### src/rtl/sdspi_pkg.sv
// ----------------------------------------------------------------------------
// SD SPI transaction engine package
// Phase codes, tokens and item field widths shared by the engine.
// ----------------------------------------------------------------------------
package sdspi_pkg;

    localparam int PHASE_W = 4;

    localparam logic [PHASE_W-1:0] P_IDLE  = 4'd0;
    localparam logic [PHASE_W-1:0] P_SEND  = 4'd1;
    localparam logic [PHASE_W-1:0] P_R1    = 4'd2;
    localparam logic [PHASE_W-1:0] P_EXTRA = 4'd3;
    localparam logic [PHASE_W-1:0] P_TOKEN = 4'd4;
    localparam logic [PHASE_W-1:0] P_RDATA = 4'd5;
    localparam logic [PHASE_W-1:0] P_RCRC  = 4'd6;
    localparam logic [PHASE_W-1:0] P_WDATA = 4'd7;
    localparam logic [PHASE_W-1:0] P_WCRC  = 4'd8;
    localparam logic [PHASE_W-1:0] P_DRESP = 4'd9;
    localparam logic [PHASE_W-1:0] P_BUSY  = 4'd10;
    localparam logic [PHASE_W-1:0] P_STOP  = 4'd11;
    localparam logic [PHASE_W-1:0] P_FINAL = 4'd12;

    localparam logic [2:0] ERR_OK       = 3'd0;
    localparam logic [2:0] ERR_R1       = 3'd1;
    localparam logic [2:0] ERR_TIMEOUT  = 3'd2;
    localparam logic [2:0] ERR_TOKEN    = 3'd3;
    localparam logic [2:0] ERR_REJECTED = 3'd4;

    localparam logic [2:0] CFG_CRC_EN    = 3'd0;
    localparam logic [2:0] CFG_RESP_LIM  = 3'd1;
    localparam logic [2:0] CFG_TOKEN_LIM = 3'd2;
    localparam logic [2:0] CFG_DRESP_LIM = 3'd3;
    localparam logic [2:0] CFG_IDLE_NEED = 3'd4;

    localparam logic [5:0] CMD_SEND_IF   = 6'd8;
    localparam logic [5:0] CMD_SEND_CSD  = 6'd9;
    localparam logic [5:0] CMD_SEND_CID  = 6'd10;
    localparam logic [5:0] CMD_STOP      = 6'd12;
    localparam logic [5:0] CMD_STATUS    = 6'd13;
    localparam logic [5:0] CMD_READ_ONE  = 6'd17;
    localparam logic [5:0] CMD_WRITE_ONE = 6'd24;
    localparam logic [5:0] CMD_WRITE_MUL = 6'd25;
    localparam logic [5:0] CMD_READ_OCR  = 6'd58;

    localparam logic [7:0] TOK_START  = 8'hFE;
    localparam logic [7:0] TOK_MULTI  = 8'hFC;
    localparam logic [7:0] TOK_STOP   = 8'hFD;
    localparam logic [7:0] BYTE_IDLE  = 8'hFF;
    localparam logic [7:0] DRESP_OK   = 8'h05;

    // Input beat: mode, cmd_index, argument, block_count, rx_byte, tx_data.
    localparam int IN_W  = 1 + 6 + 32 + 16 + 8 + 8;
    localparam int IN_TW = ((IN_W + 7) / 8) * 8;
    // Output beat: tx_byte, select_active, want_data, read_byte, read_valid,
    // r1_response, done_res, error_code, engine_busy.
    localparam int OUT_W  = 8 + 1 + 1 + 8 + 1 + 8 + 1 + 3 + 1;
    localparam int OUT_TW = ((OUT_W + 7) / 8) * 8;

    // CRC7 (x^7 + x^3 + 1) over a 40-bit command head, eight bits per step.
    function automatic logic [6:0] crc7_byte(input logic [6:0] crc_in, input logic [7:0] d);
        logic [6:0] c;
        logic       fb;
        c = crc_in;
        for (int i = 7; i >= 0; i--)
        begin
            fb = c[6] ^ d[i];
            c  = {c[5:0], 1'b0};
            if (fb)
            begin
                c = c ^ 7'h09;
            end
        end
        return c;
    endfunction

endpackage

### src/rtl/sd_spi_transaction_engine_core.sv
// ----------------------------------------------------------------------------
// SD SPI transaction engine
// Steps an SD card SPI-mode command, response and block transfer one byte
// exchange per input beat.
// ----------------------------------------------------------------------------
//  channel   direction  handshake              payload
//  s_axis    in         s_axis_tvalid/tready   s_axis_tdata (fields below)
//  m_axis    out        m_axis_tvalid/tready   m_axis_tdata (fields below)
//  cfg       in         cfg_valid/cfg_ready    cfg_index, cfg_data
//
// One beat is taken per cycle while s_axis_tready is high; its result is
// registered in the output register, or in the skid stage while the output
// stalls. The whole step is one pass of the phase logic, so a new beat can
// follow in every cycle until the output register and the skid stage both
// hold results. Reset leaves the engine idle with default register values;
// the CRC7 of a start beat is built in one pass of five byte steps.
// ----------------------------------------------------------------------------
module sd_spi_transaction_engine_core
    import sdspi_pkg::*;
#(
    parameter int BLOCK_BYTES = 512
)
(
    input  logic              clk,
    input  logic              rst_n,
    input  logic              s_axis_tvalid,
    output logic              s_axis_tready,
    // mode, cmd_index[6], argument[32], block_count[16], rx_byte[8], tx_data[8]
    input  logic [IN_TW-1:0]  s_axis_tdata,
    output logic              m_axis_tvalid,
    input  logic              m_axis_tready,
    // tx_byte[8], select_active, want_data, read_byte[8], read_valid,
    // r1_response[8], done_res, error_code[3], engine_busy
    output logic [OUT_TW-1:0] m_axis_tdata,
    input  logic              cfg_valid,
    output logic              cfg_ready,
    input  logic [2:0]        cfg_index,
    input  logic [9:0]        cfg_data
);

    // The byte counter must also reach 16 for short register reads.
    localparam int BC_W = $clog2(BLOCK_BYTES + 1) > 5 ? $clog2(BLOCK_BYTES + 1) : 5;
    localparam logic [BC_W-1:0] BLK_LAST = BC_W'(BLOCK_BYTES);

    logic       crc_en_reg;
    logic [7:0] resp_lim_reg;
    logic [9:0] token_lim_reg;
    logic [9:0] dresp_lim_reg;
    logic [7:0] idle_need_reg;

    logic [PHASE_W-1:0] phase_reg, phase_next;
    logic [47:0]        shift_reg, shift_next;
    logic [BC_W-1:0]    bcnt_reg, bcnt_next;
    logic [9:0]         wcnt_reg, wcnt_next;
    logic [15:0]        blocks_reg, blocks_next;
    logic [7:0]         idle_reg, idle_next;
    logic [5:0]         cmd_reg, cmd_next;
    logic [7:0]         r1_reg, r1_next;
    logic               rej_reg, rej_next;
    logic [7:0]         last_tx_reg;

    logic [OUT_W-1:0] out_reg, skid_reg, res;
    logic             out_vld_reg, skid_vld_reg;

    logic        mode;
    logic [5:0]  in_cmd;
    logic [31:0] in_arg;
    logic [15:0] in_cnt;
    logic [7:0]  rx, txd;

    logic [7:0] tx;
    logic [7:0] rb;
    logic       rv, want, done;
    logic [2:0] err;
    logic [6:0] crc;
    logic [39:0] head;
    logic [7:0]  idle_inc;
    logic        busy_end;
    logic        accept;

    assign accept = s_axis_tvalid && s_axis_tready;
    assign s_axis_tready = !skid_vld_reg;
    assign cfg_ready = 1'b1;

    assign mode   = s_axis_tdata[0];
    assign in_cmd = s_axis_tdata[6:1];
    assign in_arg = s_axis_tdata[38:7];
    assign in_cnt = s_axis_tdata[54:39];
    assign rx     = s_axis_tdata[62:55];
    assign txd    = s_axis_tdata[70:63];

    always_comb
    begin
        head = {2'b01, in_cmd, in_arg};
        crc  = 7'd0;
        for (int k = 4; k >= 0; k--)
        begin
            crc = crc7_byte(crc, head[k*8 +: 8]);
        end
        idle_inc = (rx == BYTE_IDLE && idle_reg != 8'hFF) ? idle_reg + 8'd1 : idle_reg;
        busy_end = idle_inc >= idle_need_reg;
    end

    always_comb
    begin
        phase_next  = phase_reg;
        shift_next  = shift_reg;
        bcnt_next   = bcnt_reg;
        wcnt_next   = wcnt_reg;
        blocks_next = blocks_reg;
        idle_next   = idle_reg;
        cmd_next    = cmd_reg;
        r1_next     = r1_reg;
        rej_next    = rej_reg;
        tx   = BYTE_IDLE;
        rb   = 8'd0;
        rv   = 1'b0;
        want = 1'b0;
        done = 1'b0;
        err  = ERR_OK;
        if (!mode)
        begin
            if (phase_reg != P_IDLE)
            begin
                tx   = last_tx_reg;
                want = phase_reg == P_WDATA;
            end
            else
            begin
                shift_next  = {head, crc_en_reg ? {crc, 1'b1} : BYTE_IDLE};
                cmd_next    = in_cmd;
                blocks_next = in_cnt;
                r1_next     = BYTE_IDLE;
                rej_next    = 1'b0;
                bcnt_next   = BC_W'(1);
                phase_next  = P_SEND;
                tx          = head[39:32];
            end
        end
        else
        begin
            case (phase_reg)
                P_SEND:
                begin
                    if (bcnt_reg < BC_W'(6))
                    begin
                        tx         = shift_reg[39:32];
                        shift_next = {shift_reg[39:0], 8'd0};
                        bcnt_next  = bcnt_reg + BC_W'(1);
                    end
                    else if (cmd_reg == CMD_STOP && bcnt_reg == BC_W'(6))
                    begin
                        bcnt_next = BC_W'(7);
                    end
                    else
                    begin
                        phase_next = P_R1;
                        wcnt_next  = 10'd0;
                    end
                end
                P_R1:
                begin
                    wcnt_next = wcnt_reg + 10'd1;
                    if (rx != BYTE_IDLE)
                    begin
                        r1_next = rx;
                        if (cmd_reg == CMD_SEND_IF || cmd_reg == CMD_READ_OCR
                            || cmd_reg == CMD_STATUS)
                        begin
                            phase_next = P_EXTRA;
                            bcnt_next  = '0;
                        end
                        else if ((cmd_reg == CMD_SEND_CSD || cmd_reg == CMD_SEND_CID
                                  || cmd_reg == CMD_READ_ONE) && rx == 8'd0)
                        begin
                            phase_next = P_TOKEN;
                            wcnt_next  = 10'd0;
                        end
                        else if (cmd_reg == CMD_WRITE_ONE && rx == 8'd0)
                        begin
                            tx = TOK_START; want = 1'b1;
                            phase_next = P_WDATA; bcnt_next = '0;
                        end
                        else if (cmd_reg == CMD_WRITE_MUL && rx == 8'd0)
                        begin
                            bcnt_next = '0;
                            if (blocks_reg == 16'd0)
                            begin
                                tx = TOK_STOP; phase_next = P_STOP;
                            end
                            else
                            begin
                                tx = TOK_MULTI; want = 1'b1; phase_next = P_WDATA;
                            end
                        end
                        else
                        begin
                            done = 1'b1;
                            err  = (rx == 8'd0) ? ERR_OK : ERR_R1;
                        end
                    end
                    else if (wcnt_next >= {2'b00, resp_lim_reg})
                    begin
                        done = 1'b1; err = ERR_TIMEOUT;
                    end
                end
                P_EXTRA:
                begin
                    rb = rx; rv = 1'b1;
                    bcnt_next = bcnt_reg + BC_W'(1);
                    if (bcnt_next >= ((cmd_reg == CMD_STATUS) ? BC_W'(1) : BC_W'(4)))
                    begin
                        done = 1'b1;
                        err  = (r1_reg != 8'd0) ? ERR_R1 : ERR_OK;
                    end
                end
                P_TOKEN:
                begin
                    wcnt_next = wcnt_reg + 10'd1;
                    if (rx == TOK_START)
                    begin
                        phase_next = P_RDATA; bcnt_next = '0;
                    end
                    else if (rx[7:4] == 4'd0 || wcnt_next >= token_lim_reg)
                    begin
                        done = 1'b1; err = ERR_TOKEN;
                    end
                end
                P_RDATA:
                begin
                    rb = rx; rv = 1'b1;
                    bcnt_next = bcnt_reg + BC_W'(1);
                    if (cmd_reg == CMD_READ_ONE)
                    begin
                        if (bcnt_next >= BLK_LAST)
                        begin
                            phase_next = P_RCRC; bcnt_next = '0;
                        end
                    end
                    else if (bcnt_next >= BC_W'(16))
                    begin
                        done = 1'b1;
                    end
                end
                P_RCRC:
                begin
                    bcnt_next = bcnt_reg + BC_W'(1);
                    if (bcnt_next >= BC_W'(2))
                    begin
                        done = 1'b1;
                    end
                end
                P_WDATA:
                begin
                    tx = txd;
                    bcnt_next = bcnt_reg + BC_W'(1);
                    if (bcnt_next < BLK_LAST)
                    begin
                        want = 1'b1;
                    end
                    else
                    begin
                        phase_next = P_WCRC; bcnt_next = '0;
                    end
                end
                P_WCRC:
                begin
                    bcnt_next = bcnt_reg + BC_W'(1);
                    if (bcnt_next >= BC_W'(3))
                    begin
                        phase_next = P_DRESP; wcnt_next = 10'd0;
                    end
                end
                P_DRESP:
                begin
                    wcnt_next = wcnt_reg + 10'd1;
                    if (rx[4] == 1'b0 && rx[0] == 1'b1)
                    begin
                        if ({3'd0, rx[4:0]} != DRESP_OK)
                        begin
                            rej_next = 1'b1;
                        end
                        phase_next = P_BUSY; idle_next = 8'd0;
                    end
                    else if (wcnt_next >= dresp_lim_reg)
                    begin
                        rej_next = 1'b1; phase_next = P_BUSY; idle_next = 8'd0;
                    end
                end
                P_BUSY:
                begin
                    idle_next = idle_inc;
                    if (busy_end)
                    begin
                        if (cmd_reg == CMD_WRITE_MUL)
                        begin
                            if (blocks_reg != 16'd0)
                            begin
                                blocks_next = blocks_reg - 16'd1;
                            end
                            bcnt_next = '0;
                            if (!rej_reg && blocks_next != 16'd0)
                            begin
                                tx = TOK_MULTI; want = 1'b1; phase_next = P_WDATA;
                            end
                            else
                            begin
                                tx = TOK_STOP; phase_next = P_STOP;
                            end
                        end
                        else
                        begin
                            done = 1'b1;
                            err  = rej_reg ? ERR_REJECTED : ERR_OK;
                        end
                    end
                end
                P_STOP:
                begin
                    bcnt_next = bcnt_reg + BC_W'(1);
                    if (bcnt_next >= BC_W'(2))
                    begin
                        phase_next = P_FINAL; idle_next = 8'd0;
                    end
                end
                P_FINAL:
                begin
                    idle_next = idle_inc;
                    if (busy_end)
                    begin
                        done = 1'b1;
                        err  = rej_reg ? ERR_REJECTED : ERR_OK;
                    end
                end
                default:
                begin
                    phase_next = P_IDLE;
                end
            endcase
        end
        if (done)
        begin
            phase_next = P_IDLE;
        end
        res = {phase_next != P_IDLE, err, done, r1_next, rv, rb, want,
               phase_next != P_IDLE, tx};
    end

    always_ff @(posedge clk or negedge rst_n)
    begin
        if (!rst_n)
        begin
            crc_en_reg    <= 1'b1;
            resp_lim_reg  <= 8'd8;
            token_lim_reg <= 10'd255;
            dresp_lim_reg <= 10'd767;
            idle_need_reg <= 8'd15;
        end
        else if (cfg_valid && cfg_ready)
        begin
            case (cfg_index)
                CFG_CRC_EN:    crc_en_reg    <= cfg_data[0];
                CFG_RESP_LIM:  resp_lim_reg  <= cfg_data[7:0];
                CFG_TOKEN_LIM: token_lim_reg <= cfg_data;
                CFG_DRESP_LIM: dresp_lim_reg <= cfg_data;
                CFG_IDLE_NEED: idle_need_reg <= cfg_data[7:0];
                default:       crc_en_reg    <= crc_en_reg;
            endcase
        end
    end

    always_ff @(posedge clk or negedge rst_n)
    begin
        if (!rst_n)
        begin
            phase_reg   <= P_IDLE;
            shift_reg   <= '0;
            bcnt_reg    <= '0;
            wcnt_reg    <= '0;
            blocks_reg  <= '0;
            idle_reg    <= '0;
            cmd_reg     <= '0;
            r1_reg      <= BYTE_IDLE;
            rej_reg     <= 1'b0;
            last_tx_reg <= BYTE_IDLE;
        end
        else if (accept)
        begin
            phase_reg   <= phase_next;
            shift_reg   <= shift_next;
            bcnt_reg    <= bcnt_next;
            wcnt_reg    <= wcnt_next;
            blocks_reg  <= blocks_next;
            idle_reg    <= idle_next;
            cmd_reg     <= cmd_next;
            r1_reg      <= r1_next;
            rej_reg     <= rej_next;
            last_tx_reg <= tx;
        end
    end

    // Output register with a skid stage behind it.
    always_ff @(posedge clk or negedge rst_n)
    begin
        if (!rst_n)
        begin
            out_vld_reg  <= 1'b0;
            skid_vld_reg <= 1'b0;
        end
        else
        begin
            if (!out_vld_reg || m_axis_tready)
            begin
                out_vld_reg  <= skid_vld_reg || accept;
                skid_vld_reg <= 1'b0;
            end
            else if (accept)
            begin
                skid_vld_reg <= 1'b1;
            end
        end
    end

    always_ff @(posedge clk)
    begin
        if (!out_vld_reg || m_axis_tready)
        begin
            out_reg <= skid_vld_reg ? skid_reg : res;
        end
        if (accept && out_vld_reg && !m_axis_tready)
        begin
            skid_reg <= res;
        end
    end

    assign m_axis_tvalid = out_vld_reg;
    assign m_axis_tdata  = {{(OUT_TW - OUT_W){1'b0}}, out_reg};

`ifndef ASSERT_OFF
    a_skid_only_when_out: assert property (@(posedge clk) disable iff (!rst_n)
        skid_vld_reg |-> out_vld_reg)
        else $error("skid stage full while output register empty");
    a_done_goes_idle: assert property (@(posedge clk) disable iff (!rst_n)
        (accept && mode && done) |=> phase_reg == P_IDLE)
        else $error("engine did not return to idle after done");
    a_err_needs_done: assert property (@(posedge clk) disable iff (!rst_n)
        (accept && !done) |-> err == ERR_OK)
        else $error("error code without done");
`endif

endmodule

### config.mk
export PLATFORM = sky130hd
export DESIGN_NAME = sd_spi_transaction_engine_core
export DESIGN_NICKNAME = d
export VERILOG_FILES = /design/src/rtl/sdspi_pkg.sv /design/src/rtl/sd_spi_transaction_engine_core.sv
export SDC_FILE = /design/constraint.sdc
export NUM_CORES = 1
export LEC_CHECK = 0
export BUFFER_PORTS_ARGS = -buffer_cell sky130_fd_sc_hd__buf_2
export CORE_MARGIN = 2
export CORE_UTILIZATION = 40
export CTS_CLUSTER_SIZE = 10
export DETAILED_ROUTE_END_ITERATION = 10
export PLACE_DENSITY_LB_ADDON = 0.1
export RECOVER_POWER = 25
export SYNTH_ARGS = -nofsm -noshare
export SYNTH_HDL_FRONTEND = slang
export SYNTH_SLANG_ARGS = --single-unit
export TNS_END_PERCENT = 10
### constraint.sdc
create_clock -name clk -period 5.6 [get_ports clk]
set_input_delay 0.56 -clock clk [delete_from_list [all_inputs] [get_ports clk]]
set_output_delay 0.56 -clock clk [all_outputs]
set_load 0.01 [all_outputs]
Yosys cells after proc, flatten, opt, wreduce, memory -nomap -nowiden
Index checks and enable logic that the tools add are counted.
{ "totals": {"ff_bits": 214, "input_bits": 90, "output_inout_bits": 35} }
{ "op_classes": {"addsub": 4, "magnitude_cmp": 11, "eq_ne": 53, "mux": 182, "bitwise": 77, "n_reduce_logical": 50} }
{ "op_table": {"columns": ["operator", "n"], "rows": [
  ["$mux W4", 60],
  ["$mux W10", 21],
  ["$mux W16", 10],
  ["$mux W40", 4],
  ["$mux W8", 14],
  ["$not A2 Y2", 37],
  ["$pmux W10 S7", 1],
  ["$mux W1", 47],
  ["$pmux W10 S4", 1],
  ["$pmux W4 S10", 1],
  ["$xor A1 B1 Y1", 34],
  ["$mux W32", 1],
  ["$pmux W8 S4", 1],
  ["$reduce_bool A16 Y1", 2],
  ["$eq A6 B4 Y1 const B", 5],
  ["$pmux W8 S3", 1],
  ["$mux W3", 7],
  ["$add A10 B1 Y10 const B", 2],
  ["$eq A4 B4 Y1 const B", 5],
  ["$ge A10 B10 Y1", 2],
  ["$ge A10 B2 Y1 const B", 2],
  ["$mux W2", 10],
  ["$eq A6 B5 Y1 const B", 3],
  ["$eq A4 B3 Y1 const B", 4],
  ["52 further kinds", 102]
]} }

Depth between registers and ports, before layout
Gate-level depths: netlist of the first run.
{ "depth": {"depth_word": 78, "ltp_mapped": 16} }

Worst setup path before layout of the first run
Ideal clock, no wire load.
{ "synth_timing": {"kind": "input-to-reg", "from": "input s_axis_tdata[56]", "to": "register blocks_reg[10]", "setup_time_ns": 0.078, "arrival_time_ns": 3.800, "required_ns": 5.522, "setup_slack_ns": 1.722, "stages": 14, "cell_sequence": "nand4_1 > nor2_1 > nand2_1 > a31oi_1 > nor3b_1 > xnor2_1 > ha_1 > a2111oi_0 > o21ai_0 > a21oi_1 > nand2b_1 > clkbuf_1 > o21ai_0 > a21oi_1"} }
{ "synth_via": {"elab_chain_cells": 6} }
{ "synth_rtl": {"columns": ["item", "line", "source"], "rows": [
  ["start, declared", "sd_spi_transaction_engine_core.sv:29", "input logic [IN_TW-1:0] s_axis_tdata,"],
  ["$eq A8 B8 Y1", "sd_spi_transaction_engine_core.sv:100", "idle_inc = (rx == BYTE_IDLE && idle_reg != 8'hFF) ? idle_reg + 8'd1 : idle_reg;"],
  ["$logic_and A1 B1 Y1", "sd_spi_transaction_engine_core.sv:100", null],
  ["$mux W8", "sd_spi_transaction_engine_core.sv:100", null],
  ["$ge A8 B8 Y1", "sd_spi_transaction_engine_core.sv:101", "busy_end = idle_inc >= idle_need_reg;"],
  ["$ne A2 B1 Y1 (no source line)", null, null],
  ["$reduce_and A5 Y1 (no source line)", null, null],
  ["end signal, assigned", "sd_spi_transaction_engine_core.sv:393", "blocks_reg <= blocks_next;"],
  ["end, declared", "sd_spi_transaction_engine_core.sv:55", "logic [15:0] blocks_reg, blocks_next;"]
]} }
No other way between the ends.
A chain may end at the register's enable or synchronous reset.

Worst setup path after layout of the first run
{ "layout_timing": {"from": "register idle_reg[0]", "to": "register bcnt_reg[0]"} }
{ "layout_via": {"elab_chain_cells": 6} }
{ "layout_rtl": {"columns": ["item", "line", "source"], "rows": [
  ["start, declared", "sd_spi_transaction_engine_core.sv:56", "logic [7:0] idle_reg, idle_next;"],
  ["start signal, assigned", "sd_spi_transaction_engine_core.sv:394", "idle_reg <= idle_next;"],
  ["parallel branches: the longest is 2 deep, another holds $add A8 B1 Y8", null, null],
  ["$mux W8 *", "sd_spi_transaction_engine_core.sv:100", null],
  ["$ge A8 B8 Y1 *", "sd_spi_transaction_engine_core.sv:101", null],
  ["$ne A3 B3 Y1 (no source line) *", null, null],
  ["$reduce_and A10 Y1 (no source line) *", null, null],
  ["end signal, assigned", "sd_spi_transaction_engine_core.sv:391", "bcnt_reg <= bcnt_next;"],
  ["end, declared", "sd_spi_transaction_engine_core.sv:53", "logic [BC_W-1:0] bcnt_reg, bcnt_next;"]
]} }
Mark *: on every way between the ends.

==> results of run 1 <==
==> kinds of logic after synthesis <==
family / count (synthesis) / share of synthesized area, %
other: 1 / 0.02934
xor gates and xnor gates: 86 / 5.894
and+or+nand+nor: 421 / 15.87
muxes: 85 / 7.078
adders and majority gates: 44 / 4.308
AOI/OAI and AO/OA: 378 / 18.49
buffers and inverters: 134 / 4.004
DFF: 212 / 44.32
==> how the worst max path moves through the flow <==
stage	to	depth (start not counted)	startpoint	slack, ns
floorplan	blocks_reg[10]	14	s_axis_tdata[56]	1.72
global placement	bcnt_reg[0]	16	s_axis_tdata[56]	0.94
detailed placement	bcnt_reg[0]	15	s_axis_tdata[56]	0.91
CTS	bcnt_reg[0]	14	idle_reg[0]	1.25
global route	bcnt_reg[0]	13	idle_reg[0]	0.91
finish	bcnt_reg[0]	14	idle_reg[0]	1.25
==> synthesized netlist by cell type, drive strengths merged, types with 4 or more instances <==
cell / n
and3: 12
ha: 44
clkbuf: 64
nand3: 27
o21ai: 141
or2: 8
edfxtp: 62
a22oi: 11
nor2b: 11
nand2b: 16
or4: 4
and4: 4
o31ai: 25
mux2: 43
xnor2: 62
a2111oi: 6
xor2: 24
a21oi: 70
nand4: 13
nand2: 154
inv: 60
o22ai: 22
a22o: 9
dfstp: 39
and2: 14
o211ai: 7
buf: 9
or3: 10
o21a: 6
a21o: 20
a211oi: 4
nor4: 17
nor3: 30
dfrtp: 111
nor4b: 4
a31oi: 18
a31o: 8
nor2: 86
mux2i: 42
==> critical path, delay by kind of cell, from the launching register on <==
| kind | cells | cell delay (ns) |
|---|---|---|
| AND/OR/NAND/NOR | 1 | 0.22 |
| adder cells (fa/ha/maj) | 2 | 0.52 |
| multiplexers | 1 | 0.43 |
| AO/OA/AOI/OAI | 9 | 2.42 |
| buffers and inverters | 1 | 0.19 |
| flip-flops | 1 | 0.45 |
==> stage by stage <==
step	instance area (um^2)	util (%)	setup slack, ns	hold WS [ns]
6_report	14620	46.45	1.252	0.2552
5_1_grt	14620	46.45	0.9108	0.2407
4_1_cts	14630	46.50	1.252	0.2331
3_5_place_dp	13840	43.98	0.9084	0.4640
3_3_place_gp	13840	43.98	0.9384	0.4584
2_1_floorplan	12780	-	1.722	0.2644
==> power groups by stage <==
stage	clock, mW	sequential [mW]	combinational, mW
after floorplan	0	2.39	1.98
after global placement	0	2.49	2.63
after detailed placement	0	2.50	2.65
after CTS	1.62	2.48	2.67
after global routing	1.68	2.55	3.00
final	1.57	2.49	2.68
==> layout by cell type (no fill, tap or decap), types with 12 or more instances in the layout <==
master     synthesis  final
a21o_1            20     20
a21oi_1           70     70
a31oi_1           18     18
and2_1            14     14
and3_1            12     12
buf_2              1    119
buf_4              2     28
clkbuf_1          64     18
clkbuf_16          0     27
dfrtp_1          111    111
dfstp_2           39     39
edfxtp_1          62     62
ha_1              44     44
inv_1             60     60
mux2_2            43     43
mux2i_1           42     42
nand2_1          154    153
nand2b_1          16     16
nand3_1           27     27
nand4_1           13     13
nor2_1            86     85
nor3_1            30     29
nor4_1            17     17
o21ai_0          140    140
o22ai_1           22     22
o31ai_1           25     25
xnor2_1           62     62
xor2_1            24     24
==> routing by layer <==
layer  global-route usage (%)  share of wire, %  up-vias
met5                        0                 0        -
met4                    6.484               2.9        0
met3                    2.939               4.6       69
met2                    33.48                44      294
met1                    31.59                48     5058
li1                         -                 -     5141
==> area by class of cell <==
type	count	share of cell area, %
clock buffer	45	5.289
clock inverter	2	0.05991
inverter	61	1.566
multi-input combinational	1015	45.24
sequential	212	38.75
tap	402	3.441
timing repair buffer	151	5.657
==> timing repair <==
item                                   4_1_cts  5_1_grt
hold buffers                                 1        0
endpoints found under the hold margin       26        0
resized for setup                            0        0
==> results.md, run 1 <==
* Final setup viols at 0
* DRT iter0 DRCs at 861
* Drt drc at 0
* Critical Path, Cell by Cell: ha_1 -> and3_1 -> a31oi_1 -> mux2_2 -> ha_1 -> a21o_1 -> a21o_1 -> a21oi_1 -> o21ai_0 -> buf_4 -> a31o_2 -> a21oi_1 -> o32ai_1 -> a22oi_1
* Net Switching at 2.588 mW
* First-pass DRT Iterations at 5
* Reg area at 0.005664 mm^2
* DRT antenna net count at 0
* Synth warn at 0
* Mapped Nets at 1495
* Clk pin slew, worst setup/hold paths at 0.06 ns
* Worst Hold End: token_lim_reg[8]
* HP Class: in2reg
* Clock buffer depth at 3
* Total grt overflow at 0
* Power share of the combinational group at 39.8%
* Slowest cell on crit path: a21oi_1
* Worst slew pin tran at 2.331 ns
* Maximum clock rate at 230.0 MHz
* Worst VDD drop at 237.4 uV
* Slew Limit Headroom at -55.40%
* Sum Neg Setup Slack at 0 ns
* Fin. Hold Viols at 0
* Area share of the largest cell type after synthesis at 21.73%
* Clock power frac at 23.3%
* TritonCTS clock tree: done
* PwrDens at 461.5 mW/mm^2
* Cell taking the most area after synthesis: dfrtp_1
* Height of the chip at 182.7 um
* CTS sink count at 212
* Synth top area cells: dfrtp_1 22%, edfxtp_1 15%, dfstp_2 8.0%
* Starting Density at 40.60%
* Static Leak at 6.210 nW
* # placed instances at 1840
* Worst Reg2Reg Path Length in Cells at 14
* Synth cell types at 72
* CORE AREA at 0.03147 mm^2
* CTS Root Cell: clkbuf_16
* Max reg flops at 40
* Worst hold path stage count at 3
* R2R setup slack at 1.25 ns
* Worst path arrival time at 4.78 ns
* Synth async-reset ratio at 70.75%
* RSZ-0062 raised after global routing: no
* Switching portion of total power at 38.36%
* Largest net degree at the start of global routing at 74
* Worst setup SP type: flip-flop
* Avg Cell Area, Syn at 9.390 um^2
* Port Buf Inserts at 122
* Total power at 6.746 mW
* Post-CTS setup buffers at 0
* DR WL/cell at 19.11 um
* CP Capture Type: flip-flop
* Final-layout fill cell count at 3062
* Final Critical Period at 4.348 ns
* Final Skew at 0.01672 ns
* Routed via count at 10560
* Max FO, Critical Path at 9
* GRT Total Usage at 21.65%
* Area Overhead vs Synth at 14.39%
* Final period util at 77.64%
* Share of cells above drive strength 1 at 19.31%
* Final Max Slew Viols at 75
* Die area at 0.03340 mm^2
* R2R Path Start: idle_reg[0]
* Antenna diode count at 0
* Status: finished with violations
* Placement row count at 65
* Final WL at 36090 um
* Horiz. Die Dim at 182.7 um
* Seq cells post-synth at 212
* Area occupied by multi-input gates at 0.006614 mm^2
* Failing checks: max-capacitance violations, max-slew violations
* Synthesized area at 0.01278 mm^2
* Initial antenna violation count at 0
* Finished Layout Cells at 1888
* Critical R2R Capture: bcnt_reg[0]
* Number of max-cap violations at 2
* Skew-Pair Late Insertion Delay at 0.54 ns
* Post-synthesis cell count at 1361
* Sequential share of the synthesized area at 44.32%
* Vias in the first global route at 10240
* Main flop type after synthesis: dfrtp_1
* Pint at 4.158 mW
* Min-delay src: cfg_data[8]
* H-tree depth at 1
* WP data required at 6.03 ns
* First-pass GRT wire length at 57790 um
* Max incr delay on CP at 0.65 ns
* Post-DP HPWL at 25920 um
* Final Wtd Congestion at 0.9088
* Via-to-Cell Ratio at 5.594
* Reg power frac at 36.9%
* Ports at 125
* Num CTS Buffers at 26
* CP Class: reg2reg
* Post-synth EDFFs at 62
* Nets at 1601
Power figures use the tool's default switching activity.
==> run 2: changes to the inputs <==
==> constraint.sdc (replaced) <==
create_clock -name clk -period 3.6 [get_ports clk]
set_input_delay 0.36 -clock clk [delete_from_list [all_inputs] [get_ports clk]]
set_output_delay 0.36 -clock clk [all_outputs]
set_load 0.01 [all_outputs]
==> results.md, run 2 (synthesized netlist as in run 1, its figures left out) <==
* Status: finished with violations
* Failing checks: max-capacitance violations, max-slew violations
* CTS sink count at 212
* RSZ-0062 raised after global routing: yes
* Num CTS Buffers at 27
* Drt drc at 0
* GRT Total Usage at 22.45%
* Worst hold slack at 0.03884 ns
* Most frequent cells in the layout: 153 x nand2_1, 138 x o21ai_0, 119 x buf_2
* Slew Limit Headroom at -33.49%
* Via-to-Cell Ratio at 5.476
* HP Class: in2reg
* Number of max-cap violations at 2
* Static Leak at 6.675 nW
* Fin. Hold Viols at 0
* Area Overhead vs Synth at 21.00%
* Antenna diode count at 0
* Final period util at 98.02%
* Total grt overflow at 0
* TritonCTS clock tree: done
* First-pass DRT Iterations at 5
* Routed via count at 10750
* Height of the chip at 182.7 um
* H-tree depth at 1
* CTS Root Cell: clkbuf_16
* Initial antenna violation count at 0
* Final Critical Period at 3.529 ns
* Port Buf Inserts at 122
* PwrDens at 709.3 mW/mm^2
* Finished Layout Cells at 1963
* Post-CTS setup buffers at 0
* CORE AREA at 0.03147 mm^2
* Maximum clock rate at 283.4 MHz
* First-pass GRT wire length at 59530 um
* Share of cells above drive strength 1 at 25.18%
* Starting Density at 40.60%
* CP Capture Type: flip-flop
* Clk pin slew, worst setup/hold paths at 0.06 ns
* Final setup viols at 0
* Max FO, Critical Path at 3
* Vias in the first global route at 10460
* Die area at 0.03340 mm^2
* Worst slew pin tran at 2.002 ns
* Horiz. Die Dim at 182.7 um
* Most common cell after layout, fill and taps aside: nand2_1
* Util after Layout at 49.13%
* Total power at 10.97 mW
* Final Skew at 0.01901 ns
* Clock buffer depth at 3
* Final Wtd Congestion at 0.8848
* DRT iter0 DRCs at 821
* DRT antenna net count at 0
* Worst VDD drop at 422.1 uV
* Final WL at 37280 um
* Largest net degree at the start of global routing at 76
* WP data required at 3.88 ns
* # placed instances at 1914
* Ports at 125
* DR WL/cell at 18.99 um
* Skew-Pair Late Insertion Delay at 0.55 ns
* Worst path arrival time at 3.81 ns
* CP Class: reg2reg
* Post-DP HPWL at 27610 um
* Max reg flops at 40
* Nets at 1676
* Worst setup SP type: flip-flop
* Final Max Slew Viols at 109
* Placement row count at 65
==> run 2: cell count changes in the layout (fill, tap and decap cells not counted), sizes merged <==
cell and delta:
buf +72, clkinv +2, clkbuf -1, clkinvlp +1
inv +1
==> run 2: worst paths after layout <==
check | startpoint | endpoint | slack, ns | depth (start not counted)
worst max register to register | blocks_reg[7] | skid_reg[8] | 0.07 | 10
worst min-delay path | cfg_data[8] | token_lim_reg[8] | 0.04 | 3
worst min register to register | shift_reg[37] | shift_reg[37] | 0.48 | 2
min in group asynchronous | rst_n | wcnt_reg[0] | 0.92 | 2
worst max-delay path | blocks_reg[7] | skid_reg[8] | 0.07 | 10
max in group asynchronous | rst_n | last_tx_reg[5] | 1.32 | 3
==> run 2: through the flow <==
stage	setup TNS, ns	instance area, um^2	setup WS (ns)
6_report	0	15460	0.07132
5_1_grt	-0.1044	15460	-0.06064
4_1_cts	0	15300	0.01216
3_5_place_dp	-1.462	14470	-0.1720
3_3_place_gp	-0.8215	14470	-0.1230
2_1_floorplan	0	12790	0.03187
==> run 2: layout make-up <==
class                           count  area [um^2]
Clock buffer                       42        772.0
Sequential cell                   212         5664
Clock inverter                      6        36.28
Fill cell                        3099        16010
Timing Repair Buffer              225         1443
Multi-Input combinational cell   1015         6817
Tap cell                          402        503.0
Inverter                           61        229.0
==> run 2: metal layers <==
layer | track usage, % | wire, um | vias to the layer above
met5 | 0 | 0 | -
met2 | 33.83 | 16190 | 264
met3 | 3.336 | 1857 | 50
met4 | 4.613 | 662 | 0
met1 | 34.17 | 18570 | 5147
li1 | - | - | 5289
==> run 2: repair_timing <==
item | 4_1_cts | 5_1_grt
pin swaps | 0 | 8
gates cloned | 0 | 0
gates resized for setup | 2 | 38
endpoints found under the hold margin | 54 | 0
setup endpoints to repair | 9 | 38
hold buffers | 1 | 0
==> run 2: worst max-delay path, cell delays in order, from the launching register on <==
cell       delay [ns]
dfrtp_1          0.38
or3_4            0.42
or4_4            0.45
or3_4            0.39
or4_1            0.50
a32oi_2          0.20
a31o_2           0.22
buf_4            0.12
o211ai_4         0.09
a2111oi_4        0.39
a21oi_1          0.12
==> run 2: power breakdown <==
group          internal [mW]  switching [mW]  total, mW
registers               3.32           0.490       3.81
logic                   1.98            2.69       4.66
clock network           1.46            1.04       2.50
==> run 3: changes to the inputs <==
--- a/config.mk
+++ b/config.mk
@@ -5,7 +5,7 @@
 export SDC_FILE = /design/constraint.sdc
 export NUM_CORES = 1
 export LEC_CHECK = 0
-export BUFFER_PORTS_ARGS = -buffer_cell sky130_fd_sc_hd__buf_2
+export BUFFER_PORTS_ARGS = -buffer_cell sky130_fd_sc_hd__buf_4
 export CORE_MARGIN = 2
 export CORE_UTILIZATION = 40
 export CTS_CLUSTER_SIZE = 10
==> constraint.sdc (replaced) <==
create_clock -name clk -period 4 [get_ports clk]
set_input_delay 0.4 -clock clk [delete_from_list [all_inputs] [get_ports clk]]
set_output_delay 0.4 -clock clk [all_outputs]
set_load 0.01 [all_outputs]
==> results.md, run 3 (synthesized netlist as in run 1, its figures left out) <==
* TritonCTS clock tree: done
* Status: finished with violations
* Final setup viols at 0
* First-pass DRT Iterations at 6
* Max reg flops at 40
* Final WL at 36550 um
* Area Overhead vs Synth at 18.61%
* Clk pin slew, worst setup/hold paths at 0.06 ns
* DRT antenna net count at 0
* Routed via count at 10610
* Sum Neg Setup Slack at 0 ns
* Most frequent cells in the layout: 169 x buf_4, 153 x nand2_1, 140 x o21ai_0
* Placement row count at 65
* Worst VDD drop at 343.8 uV
* R2R Path Start: idle_reg[0]
* WP data required at 4.25 ns
* Final Critical Period at 3.728 ns
* CTS sink count at 212
* Skew-Pair Late Insertion Delay at 0.53 ns
* Clock buffer depth at 3
* Slew Limit Headroom at -10.37%
* H-tree depth at 1
* Slowest cell on crit path: dfrtp_1
* PwrDens at 636.1 mW/mm^2
* Largest net degree at the start of global routing at 67
* CP Class: reg2reg
* CTS Root Cell: clkbuf_16
* Final Skew at 0.01252 ns
* Worst Reg2Reg Path Length in Cells at 15
* Drt drc at 0
* DRT iter0 DRCs at 806
* Num CTS Buffers at 26
* Via-to-Cell Ratio at 5.545
* GRT Total Usage at 21.79%
* Failing checks: max-capacitance violations, max-slew violations
* Die area at 0.03340 mm^2
* Port Buf Inserts at 122
* R2R setup slack at 0.27 ns
* CP Capture Type: flip-flop
* RSZ-0062 raised after global routing: no
* Final Max Slew Viols at 102
* Final Wtd Congestion at 0.9070
* Vias in the first global route at 10160
* Max FO, Critical Path at 8
* Post-DP HPWL at 26780 um
* Nets at 1626
* Critical R2R Capture: m_axis_tdata[8]
* Worst path arrival time at 3.98 ns
* Share of cells above drive strength 1 at 20.97%
* CORE AREA at 0.03147 mm^2
* Starting Density at 40.60%
* Cell Area, Placed at 0.01436 mm^2
* Final period util at 93.19%
* Static Leak at 6.451 nW
* Antenna diode count at 0
* Ports at 125
* Fin. Hold Viols at 0
* Most common cell after layout, fill and taps aside: buf_4
* Horiz. Die Dim at 182.7 um
* Total grt overflow at 0
* Crit path to: m_axis_tdata[8]
* First-pass GRT wire length at 57790 um
* Critical Path, Cell by Cell: ha_1 -> and3_1 -> a31oi_1 -> buf_4 -> mux2_2 -> ha_1 -> a21o_1 -> a21o_1 -> a21oi_1 -> o21ai_0 -> buf_4 -> nand2_1 -> o211ai_4 -> a2111oi_4 -> a221oi_1
* Crit path from: idle_reg[0]
* Initial antenna violation count at 0
* Number of max-cap violations at 2
* Final instance area at 0.01516 mm^2
* Maximum clock rate at 268.3 MHz
* HP Class: in2reg
* DR WL/cell at 19.10 um
* Worst slew pin tran at 1.656 ns
* Max incr delay on CP at 0.44 ns
* Height of the chip at 182.7 um
* Worst setup SP type: flip-flop
==> run 3: changes by cell type in the layout (fill, tap and decap cells not counted), sizes merged <==
cell / delta
buf: -48
clkbuf: +4
clkinv: -3
clkinvlp: -1
inv: -1
==> run 3: through the flow <==
step | util (%) | total power [mW] | hold slack [ns] | setup WS [ns] | cells
floorplan | - | 6.119 | 0.1044 | 0.2511 | 1361
finish | 48.16 | 9.642 | 0.09710 | 0.2724 | 1914
global placement | 45.61 | 7.355 | 0.4414 | 0.1742 | 1865
global route | 48.16 | 10.30 | 0.09394 | 0.03527 | 1914
detailed placement | 45.61 | 7.411 | 0.4428 | 0.06049 | 1865
CTS | 48.14 | 9.668 | 0.07328 | 0.1133 | 1914
==> run 3: worst max-delay path: cells and delay by family (launching register included) <==
family,cells,cell delay (ns)
and+or+nand+nor,2,0.37
AOI/OAI and AO/OA,8,1.43
buffers and inverters,2,0.37
adders and majority gates,2,0.50
DFF,1,0.44
muxes,1,0.35
==> run 3: final cells by class <==
| type | instances | area, um^2 |
|---|---|---|
| clock buffers | 47 | 780.7 |
| flip-flops and latches | 212 | 5664 |
| clock inverters | 1 | 5.005 |
| repair buffers | 176 | 1339 |
| well taps | 402 | 503.0 |
| inverters | 61 | 229.0 |
| multi-input cells | 1015 | 6638 |
| fillers | 3086 | 16320 |
==> run 3: repair_timing <==
action | in CTS | in global routing
endpoints found under the hold margin | 44 | 0
resized for setup | 0 | 8
buffers inserted | 0 | 0
endpoints found under the setup margin | 0 | 14
hold buffers | 1 | 0
==> run 3: power breakdown <==
group / internal, mW / switching [mW] / leakage (nW)
logic: 1.68 / 2.27 / 3.64
registers: 2.98 / 0.509 / 2.43
clock network: 1.30 / 0.900 / 0.378
==> run 3: how the worst min path moves through the flow <==
stage	from	end	slack (ns)	depth (start not counted)
after floorplan	rst_n	bcnt_reg[0]	0.10	0
after global placement	rst_n	wcnt_reg[1]	0.44	1
after detailed placement	rst_n	wcnt_reg[1]	0.44	1
after CTS	s_axis_tvalid	m_axis_tvalid	0.07	3
after global routing	s_axis_tdata[41]	blocks_reg[2]	0.09	2
final	s_axis_tvalid	m_axis_tvalid	0.1	3
==> run 3: layer usage <==
layer  share of wire, %  vias to the layer above  GRT usage (%)
met4                2.5                        0          5.742
met2                 44                      267          33.34
met3                4.0                       52          2.482
met5                  0                        -              0
met1                 49                     5100          32.73
li1                   -                     5195              -
